`src/hw/rtl/urza_pkg.sv`:
```
package urza_pkg;

  // item field widths
  localparam int unsigned PULSE_W   = 16;
  localparam int unsigned AVG_W     = 15;
  localparam int unsigned ZONE_W    = 2;
  localparam int unsigned FILL_W    = 8;
  localparam int unsigned CFG_W     = 7;
  localparam int unsigned CFG_IDX_W = 2;

  // stream data widths, padded to whole bytes
  localparam int unsigned IN_TDATA_W  = 16;
  localparam int unsigned OUT_FIELD_W = AVG_W + ZONE_W + FILL_W + 1;
  localparam int unsigned OUT_TDATA_W = 32;

  // pulse width to 1/256 inch: (us * 1777) >> 10
  localparam int unsigned DIST_MUL_W  = 11;
  localparam logic [DIST_MUL_W-1:0] DIST_MUL = 11'd1777;
  localparam int unsigned DIST_SHIFT  = 10;
  localparam int unsigned DIST_PROD_W = PULSE_W + DIST_MUL_W;
  localparam int unsigned DIST_W      = DIST_PROD_W - DIST_SHIFT;

  // bar geometry
  localparam int unsigned BAR_WIDTH = 62;
  localparam logic [FILL_W-1:0] BAR_SPAN = FILL_W'(BAR_WIDTH - 2);
  localparam int unsigned FILL_PROD_W = CFG_W + FILL_W;

  // bar divider divisor width
  localparam int unsigned DIV_W = 8;

  // register reset values
  localparam logic [CFG_W-1:0] FAR_RST  = 7'd24;
  localparam logic [CFG_W-1:0] STOP_RST = 7'd4;
  localparam logic [CFG_W-1:0] MAX_RST  = 7'd72;

  typedef enum logic [CFG_IDX_W-1:0] {
    CFG_FAR  = 2'd0,
    CFG_STOP = 2'd1,
    CFG_MAX  = 2'd2
  } cfg_idx_e;

  typedef enum logic [ZONE_W-1:0] {
    ZONE_FAR  = 2'd0,
    ZONE_NEAR = 2'd1,
    ZONE_STOP = 2'd2
  } zone_e;

  typedef enum logic [3:0] {
    ST_IDLE,
    ST_SCALE,
    ST_STORE,
    ST_AVG,
    ST_PROD,
    ST_FILL_GO,
    ST_FILL_WAIT,
    ST_SEND
  } ctrl_state_e;

  typedef struct packed {
    logic     load_in;
    logic     scale;
    logic     store;
    logic     div_start;
    logic     take_avg;
    logic     prod;
    logic     take_fill;
    logic     load_out;
  } ctrl_cmd_t;

  typedef struct packed {
    logic div_done;
    logic out_free;
  } ctrl_sts_t;

endpackage

```
`src/hw/rtl/urza_div.sv`:
```
module urza_div import urza_pkg::*; #(
  parameter int unsigned N = 18
) (
  input  logic             clk_i,
  input  logic             rst_ni,
  input  logic             start_i,
  input  logic [N-1:0]     dividend_i,
  input  logic [DIV_W-1:0] divisor_i,
  output logic             done_o,
  output logic [N-1:0]     quot_o
);

  localparam int unsigned CNT_W = $clog2(N + 1);

  logic [N-1:0]     dvd_q, dvd_d;
  logic [DIV_W-1:0] rem_q, rem_d;
  logic [DIV_W-1:0] dsr_q, dsr_d;
  logic [CNT_W-1:0] cnt_q, cnt_d;
  logic             done_q, done_d;
  logic [DIV_W:0]   trial;
  logic             fits;

  // restoring division, one quotient bit per cycle
  assign trial = {rem_q, dvd_q[N-1]};
  assign fits  = trial >= {1'b0, dsr_q};

  always_comb begin
    dvd_d  = dvd_q;
    rem_d  = rem_q;
    dsr_d  = dsr_q;
    cnt_d  = cnt_q;
    done_d = 1'b0;
    if (start_i) begin
      dvd_d = dividend_i;
      rem_d = '0;
      dsr_d = divisor_i;
      cnt_d = CNT_W'(N);
    end else if (cnt_q != '0) begin
      rem_d  = fits ? DIV_W'(trial - {1'b0, dsr_q}) : trial[DIV_W-1:0];
      dvd_d  = {dvd_q[N-2:0], fits};
      cnt_d  = cnt_q - CNT_W'(1);
      done_d = (cnt_q == CNT_W'(1));
    end
  end

  always_ff @(posedge clk_i or negedge rst_ni) begin
    if (!rst_ni) begin
      cnt_q  <= '0;
      done_q <= 1'b0;
    end else begin
      cnt_q  <= cnt_d;
      done_q <= done_d;
    end
  end

  always_ff @(posedge clk_i) begin
    dvd_q <= dvd_d;
    rem_q <= rem_d;
    dsr_q <= dsr_d;
  end

  assign done_o = done_q;
  assign quot_o = dvd_q;

endmodule

```
`src/hw/rtl/urza_ctrl.sv`:
```
module urza_ctrl import urza_pkg::*; (
  input  logic      clk_i,
  input  logic      rst_ni,
  input  logic      in_valid_i,
  output logic      in_ready_o,
  input  ctrl_sts_t sts_i,
  output ctrl_cmd_t cmd_o
);

  ctrl_state_e state_q, state_d;

  always_comb begin
    state_d = state_q;
    case (state_q)
      ST_IDLE:      if (in_valid_i) state_d = ST_SCALE;
      ST_SCALE:     state_d = ST_STORE;
      ST_STORE:     state_d = ST_AVG;
      ST_AVG:       state_d = ST_PROD;
      ST_PROD:      state_d = ST_FILL_GO;
      ST_FILL_GO:   state_d = ST_FILL_WAIT;
      ST_FILL_WAIT: if (sts_i.div_done) state_d = ST_SEND;
      ST_SEND:      if (sts_i.out_free) state_d = ST_IDLE;
      default:      state_d = ST_IDLE;
    endcase
  end

  always_comb begin
    cmd_o      = '0;
    in_ready_o = 1'b0;
    case (state_q)
      ST_IDLE: begin
        in_ready_o    = 1'b1;
        cmd_o.load_in = in_valid_i;
      end
      ST_SCALE:     cmd_o.scale = 1'b1;
      ST_STORE:     cmd_o.store = 1'b1;
      ST_AVG:       cmd_o.take_avg = 1'b1;
      ST_PROD:      cmd_o.prod = 1'b1;
      ST_FILL_GO:   cmd_o.div_start = 1'b1;
      ST_FILL_WAIT: cmd_o.take_fill = sts_i.div_done;
      ST_SEND:      cmd_o.load_out = sts_i.out_free;
      default:      cmd_o = '0;
    endcase
  end

  always_ff @(posedge clk_i or negedge rst_ni) begin
    if (!rst_ni) begin
      state_q <= ST_IDLE;
    end else begin
      state_q <= state_d;
    end
  end

endmodule

```
`src/hw/rtl/urza_datapath.sv`:
```
module urza_datapath import urza_pkg::*; #(
  parameter int unsigned NUM_SAMPLES = 5
) (
  input  logic                 clk_i,
  input  logic                 rst_ni,
  input  logic                 cfg_we_i,
  input  logic [CFG_IDX_W-1:0] cfg_idx_i,
  input  logic [CFG_W-1:0]     cfg_data_i,
  input  logic [PULSE_W-1:0]   pulse_us_i,
  input  ctrl_cmd_t            cmd_i,
  output ctrl_sts_t            sts_o,
  output logic                 out_valid_o,
  input  logic                 out_ready_i,
  output logic [AVG_W-1:0]     avg_distance_o,
  output logic [ZONE_W-1:0]    zone_o,
  output logic [FILL_W-1:0]    bar_fill_o,
  output logic                 accepted_o
);

  localparam int unsigned IDX_W = $clog2(NUM_SAMPLES);
  localparam int unsigned SUM_W = AVG_W + $clog2(NUM_SAMPLES);

  // mean by reciprocal multiply, exact for every sum below 2**SUM_W
  localparam int unsigned RECIP_SH   = SUM_W + $clog2(NUM_SAMPLES);
  localparam int unsigned RECIP_W    = SUM_W + 1;
  localparam int unsigned MEAN_PROD_W = SUM_W + RECIP_W;
  localparam logic [RECIP_W-1:0] RECIP =
    RECIP_W'(((1 << RECIP_SH) + NUM_SAMPLES - 1) / NUM_SAMPLES);

  logic [CFG_W-1:0]       far_q, stop_q, max_q;
  logic [PULSE_W-1:0]     pulse_q;
  logic [DIST_W-1:0]      dist_q;
  logic [DIST_PROD_W-1:0] dist_prod;
  logic [AVG_W-1:0]       ring_q [NUM_SAMPLES];
  logic [IDX_W-1:0]       slot_q;
  logic [SUM_W-1:0]       sum_q;
  logic [MEAN_PROD_W-1:0] mean_prod;
  logic                   acc_q;
  logic                   take_ok;
  logic [AVG_W-1:0]       avg_q;
  logic [CFG_W-1:0]       whole;
  logic [FILL_PROD_W-1:0] fprod_q;
  logic [FILL_W-1:0]      fill_q;
  logic [ZONE_W-1:0]      zone_d;
  logic [DIV_W-1:0]       div_divisor;
  logic                   div_done;
  logic [FILL_PROD_W-1:0] div_quot;
  logic                   out_valid_q;
  logic [AVG_W-1:0]       out_avg_q;
  logic [ZONE_W-1:0]      out_zone_q;
  logic [FILL_W-1:0]      out_fill_q;
  logic                   out_acc_q;

  // config registers, upper index ignored
  always_ff @(posedge clk_i or negedge rst_ni) begin
    if (!rst_ni) begin
      far_q  <= FAR_RST;
      stop_q <= STOP_RST;
      max_q  <= MAX_RST;
    end else if (cfg_we_i) begin
      case (cfg_idx_i)
        CFG_FAR:  far_q  <= cfg_data_i;
        CFG_STOP: stop_q <= cfg_data_i;
        CFG_MAX:  max_q  <= cfg_data_i;
        default:  ;
      endcase
    end
  end

  assign dist_prod = DIST_PROD_W'(pulse_q) * DIST_PROD_W'(DIST_MUL);

  // in range and nonzero goes into the ring
  assign take_ok = (dist_q != '0) && (dist_q < DIST_W'({max_q, 8'h00}));

  always_ff @(posedge clk_i) begin
    if (cmd_i.load_in) pulse_q <= pulse_us_i;
    if (cmd_i.scale)   dist_q  <= dist_prod[DIST_PROD_W-1:DIST_SHIFT];
    if (cmd_i.store)   acc_q   <= take_ok;
  end

  always_ff @(posedge clk_i or negedge rst_ni) begin
    if (!rst_ni) begin
      for (int i = 0; i < NUM_SAMPLES; i++) ring_q[i] <= '0;
      slot_q <= '0;
      sum_q  <= '0;
    end else if (cmd_i.store && take_ok) begin
      ring_q[slot_q] <= dist_q[AVG_W-1:0];
      sum_q  <= sum_q - SUM_W'(ring_q[slot_q]) + SUM_W'(dist_q[AVG_W-1:0]);
      slot_q <= (slot_q == IDX_W'(NUM_SAMPLES - 1)) ? '0 : slot_q + IDX_W'(1);
    end
  end

  assign mean_prod = MEAN_PROD_W'(sum_q) * MEAN_PROD_W'(RECIP);

  // bar scaling divider
  assign div_divisor = DIV_W'(far_q);

  urza_div #(
    .N (FILL_PROD_W)
  ) u_div (
    .clk_i      (clk_i),
    .rst_ni     (rst_ni),
    .start_i    (cmd_i.div_start),
    .dividend_i (fprod_q),
    .divisor_i  (div_divisor),
    .done_o     (div_done),
    .quot_o     (div_quot)
  );

  assign whole = (avg_q[AVG_W-1:8] > far_q) ? far_q : avg_q[AVG_W-1:8];

  always_comb begin
    if (avg_q >= AVG_W'({far_q, 8'h00})) begin
      zone_d = ZONE_FAR;
    end else if (avg_q <= AVG_W'({stop_q, 8'h00})) begin
      zone_d = ZONE_STOP;
    end else begin
      zone_d = ZONE_NEAR;
    end
  end

  always_ff @(posedge clk_i) begin
    if (cmd_i.take_avg)  avg_q   <= mean_prod[RECIP_SH +: AVG_W];
    if (cmd_i.prod)      fprod_q <= FILL_PROD_W'(whole) * FILL_PROD_W'(BAR_SPAN);
    if (cmd_i.take_fill) begin
      fill_q <= (far_q == '0) ? BAR_SPAN : BAR_SPAN - div_quot[FILL_W-1:0];
    end
  end

  // output register
  always_ff @(posedge clk_i or negedge rst_ni) begin
    if (!rst_ni) begin
      out_valid_q <= 1'b0;
    end else if (cmd_i.load_out) begin
      out_valid_q <= 1'b1;
    end else if (out_ready_i) begin
      out_valid_q <= 1'b0;
    end
  end

  always_ff @(posedge clk_i) begin
    if (cmd_i.load_out) begin
      out_avg_q  <= avg_q;
      out_zone_q <= zone_d;
      out_fill_q <= fill_q;
      out_acc_q  <= acc_q;
    end
  end

  assign sts_o.div_done = div_done;
  assign sts_o.out_free = !out_valid_q || out_ready_i;

  assign out_valid_o    = out_valid_q;
  assign avg_distance_o = out_avg_q;
  assign zone_o         = out_zone_q;
  assign bar_fill_o     = out_fill_q;
  assign accepted_o     = out_acc_q;

endmodule

```
`src/hw/rtl/ultrasonic_range_average_zone_top.sv`:
```
// ultrasonic range averaging and zone classifier. each input beat carries one
// echo pulse width in microseconds; it is scaled to 1/256 inch as
// (us * 1777) >> 10, and a nonzero reading below the max range (whole inches)
// is written into a NUM_SAMPLES-entry ring (cleared at reset, wrapping write
// slot). every input beat yields exactly one output beat with the ring mean,
// the zone (0 far, 1 near, 2 stop; far wins), the bar fill width and a flag
// telling whether the reading went into the ring. one item is in flight at a
// time: the next beat is taken only once the current item is loaded into
// the output register. each item is scaled, offered to the ring, averaged and
// then scaled for the bar: the product inches * span is registered and a
// bit-serial divider divides it by the far threshold, one quotient bit per
// cycle over the 15-bit product; the ring mean is a reciprocal multiply
// whose result is registered first. a finished result waits in the output
// register while the next item is accepted; a second finished result holds
// the input off until the waiting output beat is taken. config registers are
// written through a plain write port (0 far threshold, 1 stop threshold,
// 2 max range, 7 bits each) and must only be written while the block is idle.
module ultrasonic_range_average_zone_top import urza_pkg::*; #(
  parameter int unsigned NUM_SAMPLES = 5
) (
  input  logic                   clk_i,
  input  logic                   rst_ni,
  // config write port
  input  logic                   cfg_we_i,
  input  logic [CFG_IDX_W-1:0]   cfg_idx_i,
  input  logic [CFG_W-1:0]       cfg_data_i,
  // input stream
  input  logic                   s_axis_tvalid,
  output logic                   s_axis_tready,
  input  logic [IN_TDATA_W-1:0]  s_axis_tdata,  // [15:0] pulse_us
  // output stream
  output logic                   m_axis_tvalid,
  input  logic                   m_axis_tready,
  // [14:0] avg_distance, [16:15] zone, [24:17] bar_fill, [25] accepted,
  // [31:26] zero
  output logic [OUT_TDATA_W-1:0] m_axis_tdata
);

  ctrl_cmd_t          cmd;
  ctrl_sts_t          sts;
  logic [AVG_W-1:0]   avg_distance;
  logic [ZONE_W-1:0]  zone;
  logic [FILL_W-1:0]  bar_fill;
  logic               accepted;

  // sequencer: accept, scale, ring update, mean, bar divide, send
  urza_ctrl u_ctrl (
    .clk_i      (clk_i),
    .rst_ni     (rst_ni),
    .in_valid_i (s_axis_tvalid),
    .in_ready_o (s_axis_tready),
    .sts_i      (sts),
    .cmd_o      (cmd)
  );

  // ring, config registers, divider and output register
  urza_datapath #(
    .NUM_SAMPLES (NUM_SAMPLES)
  ) u_dp (
    .clk_i          (clk_i),
    .rst_ni         (rst_ni),
    .cfg_we_i       (cfg_we_i),
    .cfg_idx_i      (cfg_idx_i),
    .cfg_data_i     (cfg_data_i),
    .pulse_us_i     (s_axis_tdata[PULSE_W-1:0]),
    .cmd_i          (cmd),
    .sts_o          (sts),
    .out_valid_o    (m_axis_tvalid),
    .out_ready_i    (m_axis_tready),
    .avg_distance_o (avg_distance),
    .zone_o         (zone),
    .bar_fill_o     (bar_fill),
    .accepted_o     (accepted)
  );

  // pack result fields, lowest field first, pad to 32 bits
  assign m_axis_tdata = {(OUT_TDATA_W - OUT_FIELD_W)'(0), accepted, bar_fill, zone,
                         avg_distance};

endmodule

```
`config.mk`:
```
export PLATFORM = sky130hd
export DESIGN_NAME = ultrasonic_range_average_zone_top
export DESIGN_NICKNAME = d
export VERILOG_FILES = /design/src/hw/rtl/urza_pkg.sv /design/src/hw/rtl/urza_div.sv /design/src/hw/rtl/urza_ctrl.sv /design/src/hw/rtl/urza_datapath.sv /design/src/hw/rtl/ultrasonic_range_average_zone_top.sv
export SDC_FILE = /design/constraint.sdc
export NUM_CORES = 1
export LEC_CHECK = 0
export ABC_AREA = 1
export BUFFER_PORTS_ARGS = -buffer_cell sky130_fd_sc_hd__clkbuf_2
export CORE_MARGIN = 8
export CORE_UTILIZATION = 52
export CTS_BUF_LIST = sky130_fd_sc_hd__clkbuf_16
export DETAILED_ROUTE_END_ITERATION = 16
export PLACE_DENSITY_LB_ADDON = 0.2
export SLEW_MARGIN = 20
export SYNTH_ARGS = -nofsm -noshare
export SYNTH_HDL_FRONTEND = slang
export SYNTH_SLANG_ARGS = --single-unit
```
`constraint.sdc`:
```
create_clock -name clk_i -period 7.4 [get_ports clk_i]
set_input_delay 1.48 -clock clk_i [delete_from_list [all_inputs] [get_ports clk_i]]
set_output_delay 1.48 -clock clk_i [all_outputs]
set_load 0.02 [all_outputs]
```
== Word-level counts from Yosys, hierarchy flattened ==
Cells that the tools add are included.
Storage, ports and cells
  memories: 0
  logic and storage cells: 106
  register bits: 251
  bits in latches: 0
  input bits: 30
  bits in read-only memories: 0
  memory bits (writable): 0
Operators by class
  reduce and logical (&&, ||, !) cells: 16
  $add $sub $neg: 6
  order comparisons: 7
  $mul: 3
  divide/modulo/power cells: 0
  shift operators: 0
  multiplexer cells: 31
  bitwise logic cells: 1
  eq/ne operators: 14
Operators with widths (count)
  75-bit bitwise mux: 1
  15-bit two-way mux: 4
  15-bit binary-select mux with 3-bit select: 1
  15-bit demux with 3-bit select: 1
  18-bit by 19-bit multiplier with 36-bit output (second input constant): 1
  4-bit case mux with 8 select lines: 1
  16-bit by 11-bit multiplier with 27-bit output (second input constant): 1
  4-bit two-way mux: 5
  18-bit by 15-bit adder with 18-bit output: 1
  18-bit by 15-bit subtractor with 18-bit output: 1
  17-bit by 15-bit < comparator with 1-bit output: 1
  17-bit nonzero test: 1
  4-bit by 3-bit == test with 1-bit output (second input constant): 4
  15-bit >= comparator: 1
  15-bit <= comparator: 1
  1-bit two-way mux: 13
  13-bit two-way mux: 1
  7-bit by 4-bit multiplier with 11-bit output (second input constant): 1
  9-bit by 7-bit >= comparator with 1-bit output: 1
  4-bit by 1-bit == test with 1-bit output (second input constant): 2
  4-bit by 2-bit == test with 1-bit output (second input constant): 2
  8-bit two-way mux: 1
  6-bit by 8-bit subtractor with 8-bit output (first input constant): 1
  8-bit by 7-bit subtractor with 8-bit output: 1
  other kinds (24): 30

== Longest topological paths before layout ==
Gate-level depths: netlist (run 1).
  depth in word-level cells: 6
  mapped depth: 24
  mapped depth without buffers: 24

== By module ==
From an unflattened synthesis (run 1), not the netlist that was laid out.
Unflattened totals
  cells, all modules: 2597
  area total of the unflattened synthesis: 22263.9 sq um
Modules (own cells, without submodules)
  urza_datapath: cells each 2299, area each 19961.6 sq um, instances 1, seq. area each 5781.8 sq um
  urza_div: cells each 252, area each 2001.9 sq um, instances 1, seq. area each 975.9 sq um
  urza_ctrl: cells each 38, area each 244.0 sq um, instances 1, seq. area each 75.1 sq um
  ultrasonic_range_average_zone_top: cells each 8, area each 56.3 sq um, instances 1, seq. area each 0.0 sq um

== Worst setup path before layout (run 1) ==
No wires, ideal clock.
  kind: flip-flop to flip-flop
  from: register u_dp.sum_q[7]
  to: register u_dp.avg_q[9], data pin
  path slack: 2.398 ns
  library setup time: 0.252 ns
  path buffers: 0
  arrival: 4.750 ns
  stages on the path, launching flop included: 24
  cell sequence: dfrtp_1 inv_1 ha_1 inv_1 fa_1 inv_1 fa_1 inv_1 fa_1 inv_1 fa_1 fa_1 inv_1 ha_1 nand2_1 inv_1 nand2_1 inv_1 nand2_1 nand2b_1 a21oi_1 nand2_1 nand2_1 nand2_1
Between the ends
  cells in the longest elaborated chain, start to end: 1
Ends and longest elaborated chain
  start: declaration: RTL line urza_datapath.sv:36  | logic [SUM_W-1:0] sum_q;
  start signal: assignment: RTL line urza_datapath.sv:88  | sum_q <= sum_q - SUM_W'(ring_q[slot_q]) + SUM_W'(dist_q[AVG_W-1:0]);
  18-bit by 19-bit multiplier with 36-bit output: RTL line urza_datapath.sv:93  | assign mean_prod = MEAN_PROD_W'(sum_q) * MEAN_PROD_W'(RECIP);
  named net u_dp.mean_prod[30]: RTL line urza_datapath.sv:37  | logic [MEAN_PROD_W-1:0] mean_prod;
  end signal: assignment: RTL line urza_datapath.sv:123  | if (cmd_i.take_avg) avg_q <= mean_prod[RECIP_SH +: AVG_W];
  end: declaration: RTL line urza_datapath.sv:40  | logic [AVG_W-1:0] avg_q;
The timed path passes the listed nets, and every way through them passes these cells.
A chain may end at the register's enable or synchronous reset.

== Final worst setup path (run 1) ==
  from: register u_dp.sum_q[7]
  to: register u_dp.avg_q[7], data pin
Same word-level chain as after synthesis.

==> metrics.txt, run 1 <==
outcome complete, no violations; Tightest Hold Check Type flip-flop to flip-flop; Startpoint Class flip-flop; minimum clock period 5480 ps; Die Width 222 um; FILL cells 3808; worst endpoint required time 7710 ps; FP Rows 75; total gr overflow 0; antenna-violating nets left 0; DIE HEIGHT 222 um; mapped cell area 22000 um2; Post-Synthesis Cells 2551; gr usage total 20.9%; Max Clock Freq 183 MHz; worst relative slew slack 33.6%; final setup fails 0; commonest non-fill, non-tap cell in the layout nand2_1; worst clock skew 22.1 ps; RSZ-0062 raised after global routing false; Final period util 74.0%; Yosys reg bits 250; Reg-to-Reg Start u_dp.sum_q[7]$_DFFE_PN0P_; largest family of logic cells by synthesized area adder cells; Post-synth ARST share 50.4%; DP Wirelength 40800 um; share of cells above drive strength 1 5.64%; HP Start u_dp.fill_q[3]$_SDFFCE_PN1P_; Yosys warning total 0; largest net degree at the start of global routing 72; PnR worst setup slack 1920 ps; CTS Buf Count 29; IO Count 64; initial antenna violation count 0; worst setup path start u_dp.sum_q[7]$_DFFE_PN0P_; insertion delay to the later sink of the worst-skew pair 570 ps; CP arrival 5790 ps; H-tree depth 1; CP Cell Sequence inv_1, ha_1, inv_1, fa_1, inv_1, fa_1, inv_1, fa_1, inv_1, fa_1, fa_1, inv_1, ha_1, nand2_1, inv_1, nand2_1, nor3_1, and2_1, nand2_1, nand3_1, nand2_1; Pins Over Slew Limit 0; adder-cell share of the synthesized area 32.6%; post-CTS setup buffer count 0; Post-Synth Simple-Gate Area 19.0%; Inserted Diodes 0; Least-Margin Pin Slew 985 ps; nets@finish 3108; Syn Area/Cell 8.62 um2; DRC violations left 0; register area share after synthesis 31.0%; DR pass1 iterations 5; Main synth FF type dfrtp_1; CTS resizes 0; die footprint 49100 um2; Clock Sinks 250; Max Buffers Root-to-Sink 3; CP Capture Type flip-flop; post-synthesis compound-gate area fraction 5.99%; initial drt markers 944; first-pass GRT wire length 84400 um; GP Congestion 0.930; most frequent cells in the layout 713 x nand2_1, 515 x inv_1, 271 x ha_1; most used cell along the critical path inv_1; clk slew on worst S/H paths 60 ps; synthesis-to-finish area growth 8.27%; Core Region 41900 um2; Crit Path Class flip-flop to flip-flop; vias in the first global route 16842; hold buffers post-CTS 0; Max-cap violations 0; post-synthesis mux area share 0%; slowest library cell on the worst path fa_1; crit path max fanout 6; number of synthesized flops with an enable pin 116; via count 16225; WL/cell 15.9 um; delay-heaviest family, CP adder cells; Setup TNS 0 ps; average vias per placed instance 5.10; CTS tree built; post-layout util 56.9%; wirelength, routed 50600 um; PortBufs 57; pre-CTS WS 1950 ps; unique cell type count in the Yosys netlist 44; Critical Path Max Stage Delay 630 ps; count of buffer and inverter cells on the critical path 7; Starting Density 52.5%; Root Driver clkbuf_16; post-synthesis xor/xnor area fraction 1.47%; final hold violations 0
through the flow:
stage,hold slack (ps),instance area [um2],cells
final,417,23800,3180
after global routing,423,23800,3180
after CTS,420,23800,3180
after detailed placement,405,22800,3127
after global placement,401,22800,3127
after floorplan,400,22000,2556
cell families (layout without fill, tap and decap cells):
logic type               after synthesis  after routing
AND/OR/NAND/NOR                     1008           1008
buffers and inverters                554            639
adder cells (fa/ha/maj)              459            459
flip-flops                           250            250
AO/OA/AOI/OAI                        242            242
XOR/XNOR                              37             37
other                                  1              6
state kept, by name, summed over array words and instances, names as in the netlist, 2 cells and up:
register             flops
u_dp.dist_q             17
u_dp.avg_distance_o     15
u_dp.u_div.quot_o       15
u_dp.avg_q              15
u_dp.max_q               7
u_dp.u_div.cnt_q         4
u_dp.fill_q              8
u_dp.bar_fill_o          8
u_dp.sum_q              18
u_dp.far_q               7
u_ctrl.state_q           3
u_dp.slot_q              3
u_dp.zone_o              2
u_dp.u_div.rem_q         8
u_dp.fprod_q            11
u_dp.ring_q             75
u_dp.u_div.dsr_q         7
u_dp.stop_q              7
u_dp.pulse_q            16
path summary, 6_finish.rpt:
path	depth (start not counted)	to	slack, ps
worst max-delay path	21	u_dp.avg_q[7]$_DFFE_PN_	1920
worst min-delay path	0	u_dp.bar_fill_o[3]$_DFFE_PP_	420
worst max register to register	21	u_dp.avg_q[7]$_DFFE_PN_	1920
worst min register to register	0	u_dp.bar_fill_o[3]$_DFFE_PP_	420
max in group asynchronous	2	u_dp.u_div.cnt_q[0]$_DFFE_PN0P_	5010
min in group asynchronous	1	u_dp.slot_q[0]$_DFFE_PN0P_	1050
layer usage:
| layer | up-vias | track usage (%) | routed length, um |
|---|---|---|---|
| li1 | 8138 | - | - |
| met3 | 74 | 2.29 | 1850 |
| met4 | 0 | 5.41 | 1260 |
| met1 | 7722 | 26.6 | 22500 |
| met5 | - | 0 | 0 |
| met2 | 291 | 37.4 | 25000 |
Yosys cell counts, types with 14 or more instances:
master    count  area (um2)
nand3_1      77         385
nand2_1     713        2680
inv_1       511        1920
xnor2_1      14         123
fa_1        188        3760
o21ai_0     103         515
a21oi_1      94         470
nand4_1      27         169
dfrtp_1     121        3030
nor3_1       23         115
ha_1        271        3390
a22oi_1      14         105
edfxtp_1    116        3480
nor2_1      125         469
xor2_1       23         201
final cells by class:
type,count,area [um2],share of cell area (%)
well taps,539,674,2.83
clock buffers,30,751,3.16
clock inverters,23,235,0.989
repair buffers,70,385,1.62
inverters,516,1940,8.14
multi-input cells,1752,13000,54.7
flip-flops and latches,250,6800,28.6
Power of run 1 is left out: the tool's default activity adds up to more than one toggle a clock period on the data nets, which glitch-free logic cannot reach.
==> inputs of run 2 (changes only) <==
Clock period 7.4 ns to 4.7 ns, I/O delays scaled along.
==> metrics.txt, run 2 (synthesis gave the netlist of run 1 again) <==
final setup fails 15 (+15); outcome complete, but fails checks; most frequent cells in the layout 682 x nand2_1, 492 x inv_1, 241 x ha_1; FP Rows 75 (unchanged); first-pass GRT wire length 87000 um (+3.1%); GP Congestion 0.898 (-3.5%); CP Capture Type flip-flop; largest net degree at the start of global routing 62 (-14%); worst endpoint required time 5010 ps (-2700 ps); failing checks setup timing; initial drt markers 983 (+4.1%); gr usage total 21.4% (+0.55 points); nets@finish 3252 (+4.6%); average vias per placed instance 5.08 (-0.44%); DP Wirelength 42100 um (+3.1%); commonest non-fill, non-tap cell in the layout nand2_1; final hold violations 0 (unchanged); WL/cell 15.9 um (-0.25%); Inserted Diodes 0 (unchanged); FILL cells 3647 (-4.2%); minimum clock period 4990 ps (-488 ps); Least-Margin Pin Slew 952 ps (-33.2 ps); DIE HEIGHT 222 um (unchanged); insertion delay to the later sink of the worst-skew pair 580 ps (about the same); RSZ-0062 raised after global routing true; PnR worst setup slack -289 ps (-2210 ps); total gr overflow 0 (unchanged); hold buffers post-CTS 0 (unchanged); worst clock skew 38.3 ps (+16.2 ps); initial antenna violation count 0 (unchanged); Crit Path Class flip-flop to flip-flop; Max Clock Freq 200 MHz (+9.8%); Clock Sinks 250 (unchanged); CTS Buf Count 29 (unchanged); IO Count 64 (unchanged); Final period util 106% (+32 points); CP arrival 5300 ps (-490 ps); wirelength, routed 52800 um (+4.3%); Pins Over Slew Limit 0 (unchanged); antenna-violating nets left 0 (unchanged); vias in the first global route 17357 (+3.1%); Hold WS 418 ps (+1.28 ps); Tightest Hold Check Type flip-flop to flip-flop; Most flops, register u_dp.ring_q; clk slew on worst S/H paths 60 ps (about the same); Largest register FFs 75 (unchanged); via count 16890 (+4.1%); Max Buffers Root-to-Sink 3 (unchanged); H-tree depth 1 (unchanged); Startpoint Class flip-flop; Starting Density 52.5% (unchanged); share of cells above drive strength 1 16.2% (+11 points); crit path max fanout 4 (-2); Max-cap violations 0 (unchanged); Core Region 41900 um2 (unchanged); synthesis-to-finish area growth 16.7%; die footprint 49100 um2 (unchanged); placed cell areas 23800 um2 (+4.5%); PortBufs 57 (unchanged); CTS tree built; Root Driver clkbuf_16; DR pass1 iterations 7 (+2); biggest registers after layout u_dp.ring_q (75), u_dp.sum_q (18), u_dp.dist_q (17); DRC violations left 0 (unchanged); Final Instance Area 25600 um2 (+7.8%); Die Width 222 um (unchanged); worst relative slew slack 35.9% (+2.3 points)
[run 2: changes by cell type in the layout (fill, tap and decap cells not counted), moves of 24 or more]
cell	before	now
a21oi_1	94	70
nand2_1	713	682
buf_4	14	154
inv_2	5	30
ha_4	0	25
ha_1	271	241
[run 2: stage by stage]
stage          util, %  TNS (ps)  cells  worst slack (ps)
3_3_place_gp      57.0     -2630   3242              -221
4_1_cts           60.1     -2420   3305              -231
5_1_grt           61.3     -5650   3325              -438
6_report          61.3     -3120   3325              -289
3_5_place_dp      57.0     -3520   3242              -285
2_1_floorplan        -     -9.80   2556             -9.80
[run 2: layout make-up]
class / instances / area [um2] / area share, %
multi-input cells: 1752 / 13800 / 54.0
flip-flops and latches: 250 / 6810 / 26.6
well taps: 539 / 674 / 2.63
clock buffers: 30 / 751 / 2.93
repair buffers: 214 / 1480 / 5.78
clock inverters: 24 / 145 / 0.566
inverters: 516 / 1940 / 7.57
[run 2: worst max-delay path: stages, from the launching register on]
cell and delay, ps:
dfrtp_2 440, fa_2 580, inv_2 40, fa_1 500, fa_1 440, fa_1 500
inv_1 50, fa_1 470, inv_1 50, fa_1 500, inv_2 50, ha_4 310
nand2_4 80, nor2_4 130, inv_2 70, nor3_2 160, nand2_1 80, nand2_2 100
nand2_2 70, nand3_2 70, nand2_2 50
[run 2: path summary, 6_finish.rpt]
kind / slack [ps] / cells after the start / startpoint / endpoint
max: -290 / 20 / u_dp.sum_q[16]$_DFFE_PN0P_ / u_dp.avg_q[14]$_DFFE_PN_
min: 420 / 0 / u_dp.fill_q[3]$_SDFFCE_PN1P_ / u_dp.bar_fill_o[3]$_DFFE_PP_
max reg2reg: -290 / 20 / u_dp.sum_q[16]$_DFFE_PN0P_ / u_dp.avg_q[14]$_DFFE_PN_
min reg2reg: 420 / 0 / u_dp.fill_q[3]$_SDFFCE_PN1P_ / u_dp.bar_fill_o[3]$_DFFE_PP_
max in group asynchronous: 3220 / 2 / rst_ni / u_dp.far_q[4]$_DFFE_PN1P_
min in group asynchronous: 430 / 1 / rst_ni / u_dp.slot_q[0]$_DFFE_PN0P_
[run 2: routing by layer]
layer,track usage [%],part of all wire [%],up-vias
li1,-,-,8436
met1,27.2,44,8015
met2,37.9,49,333
met4,7.14,3.5,0
met5,0,0,-
met3,2.34,3.9,106
[run 2: timing repair]
action / CTS / global route
endpoints found under the setup margin: 19 / 29
resized for setup: 85 / 84
pin swaps: 36 / 37
setup buffers: 9 / 20
Power of run 2 is left out for the same reason.
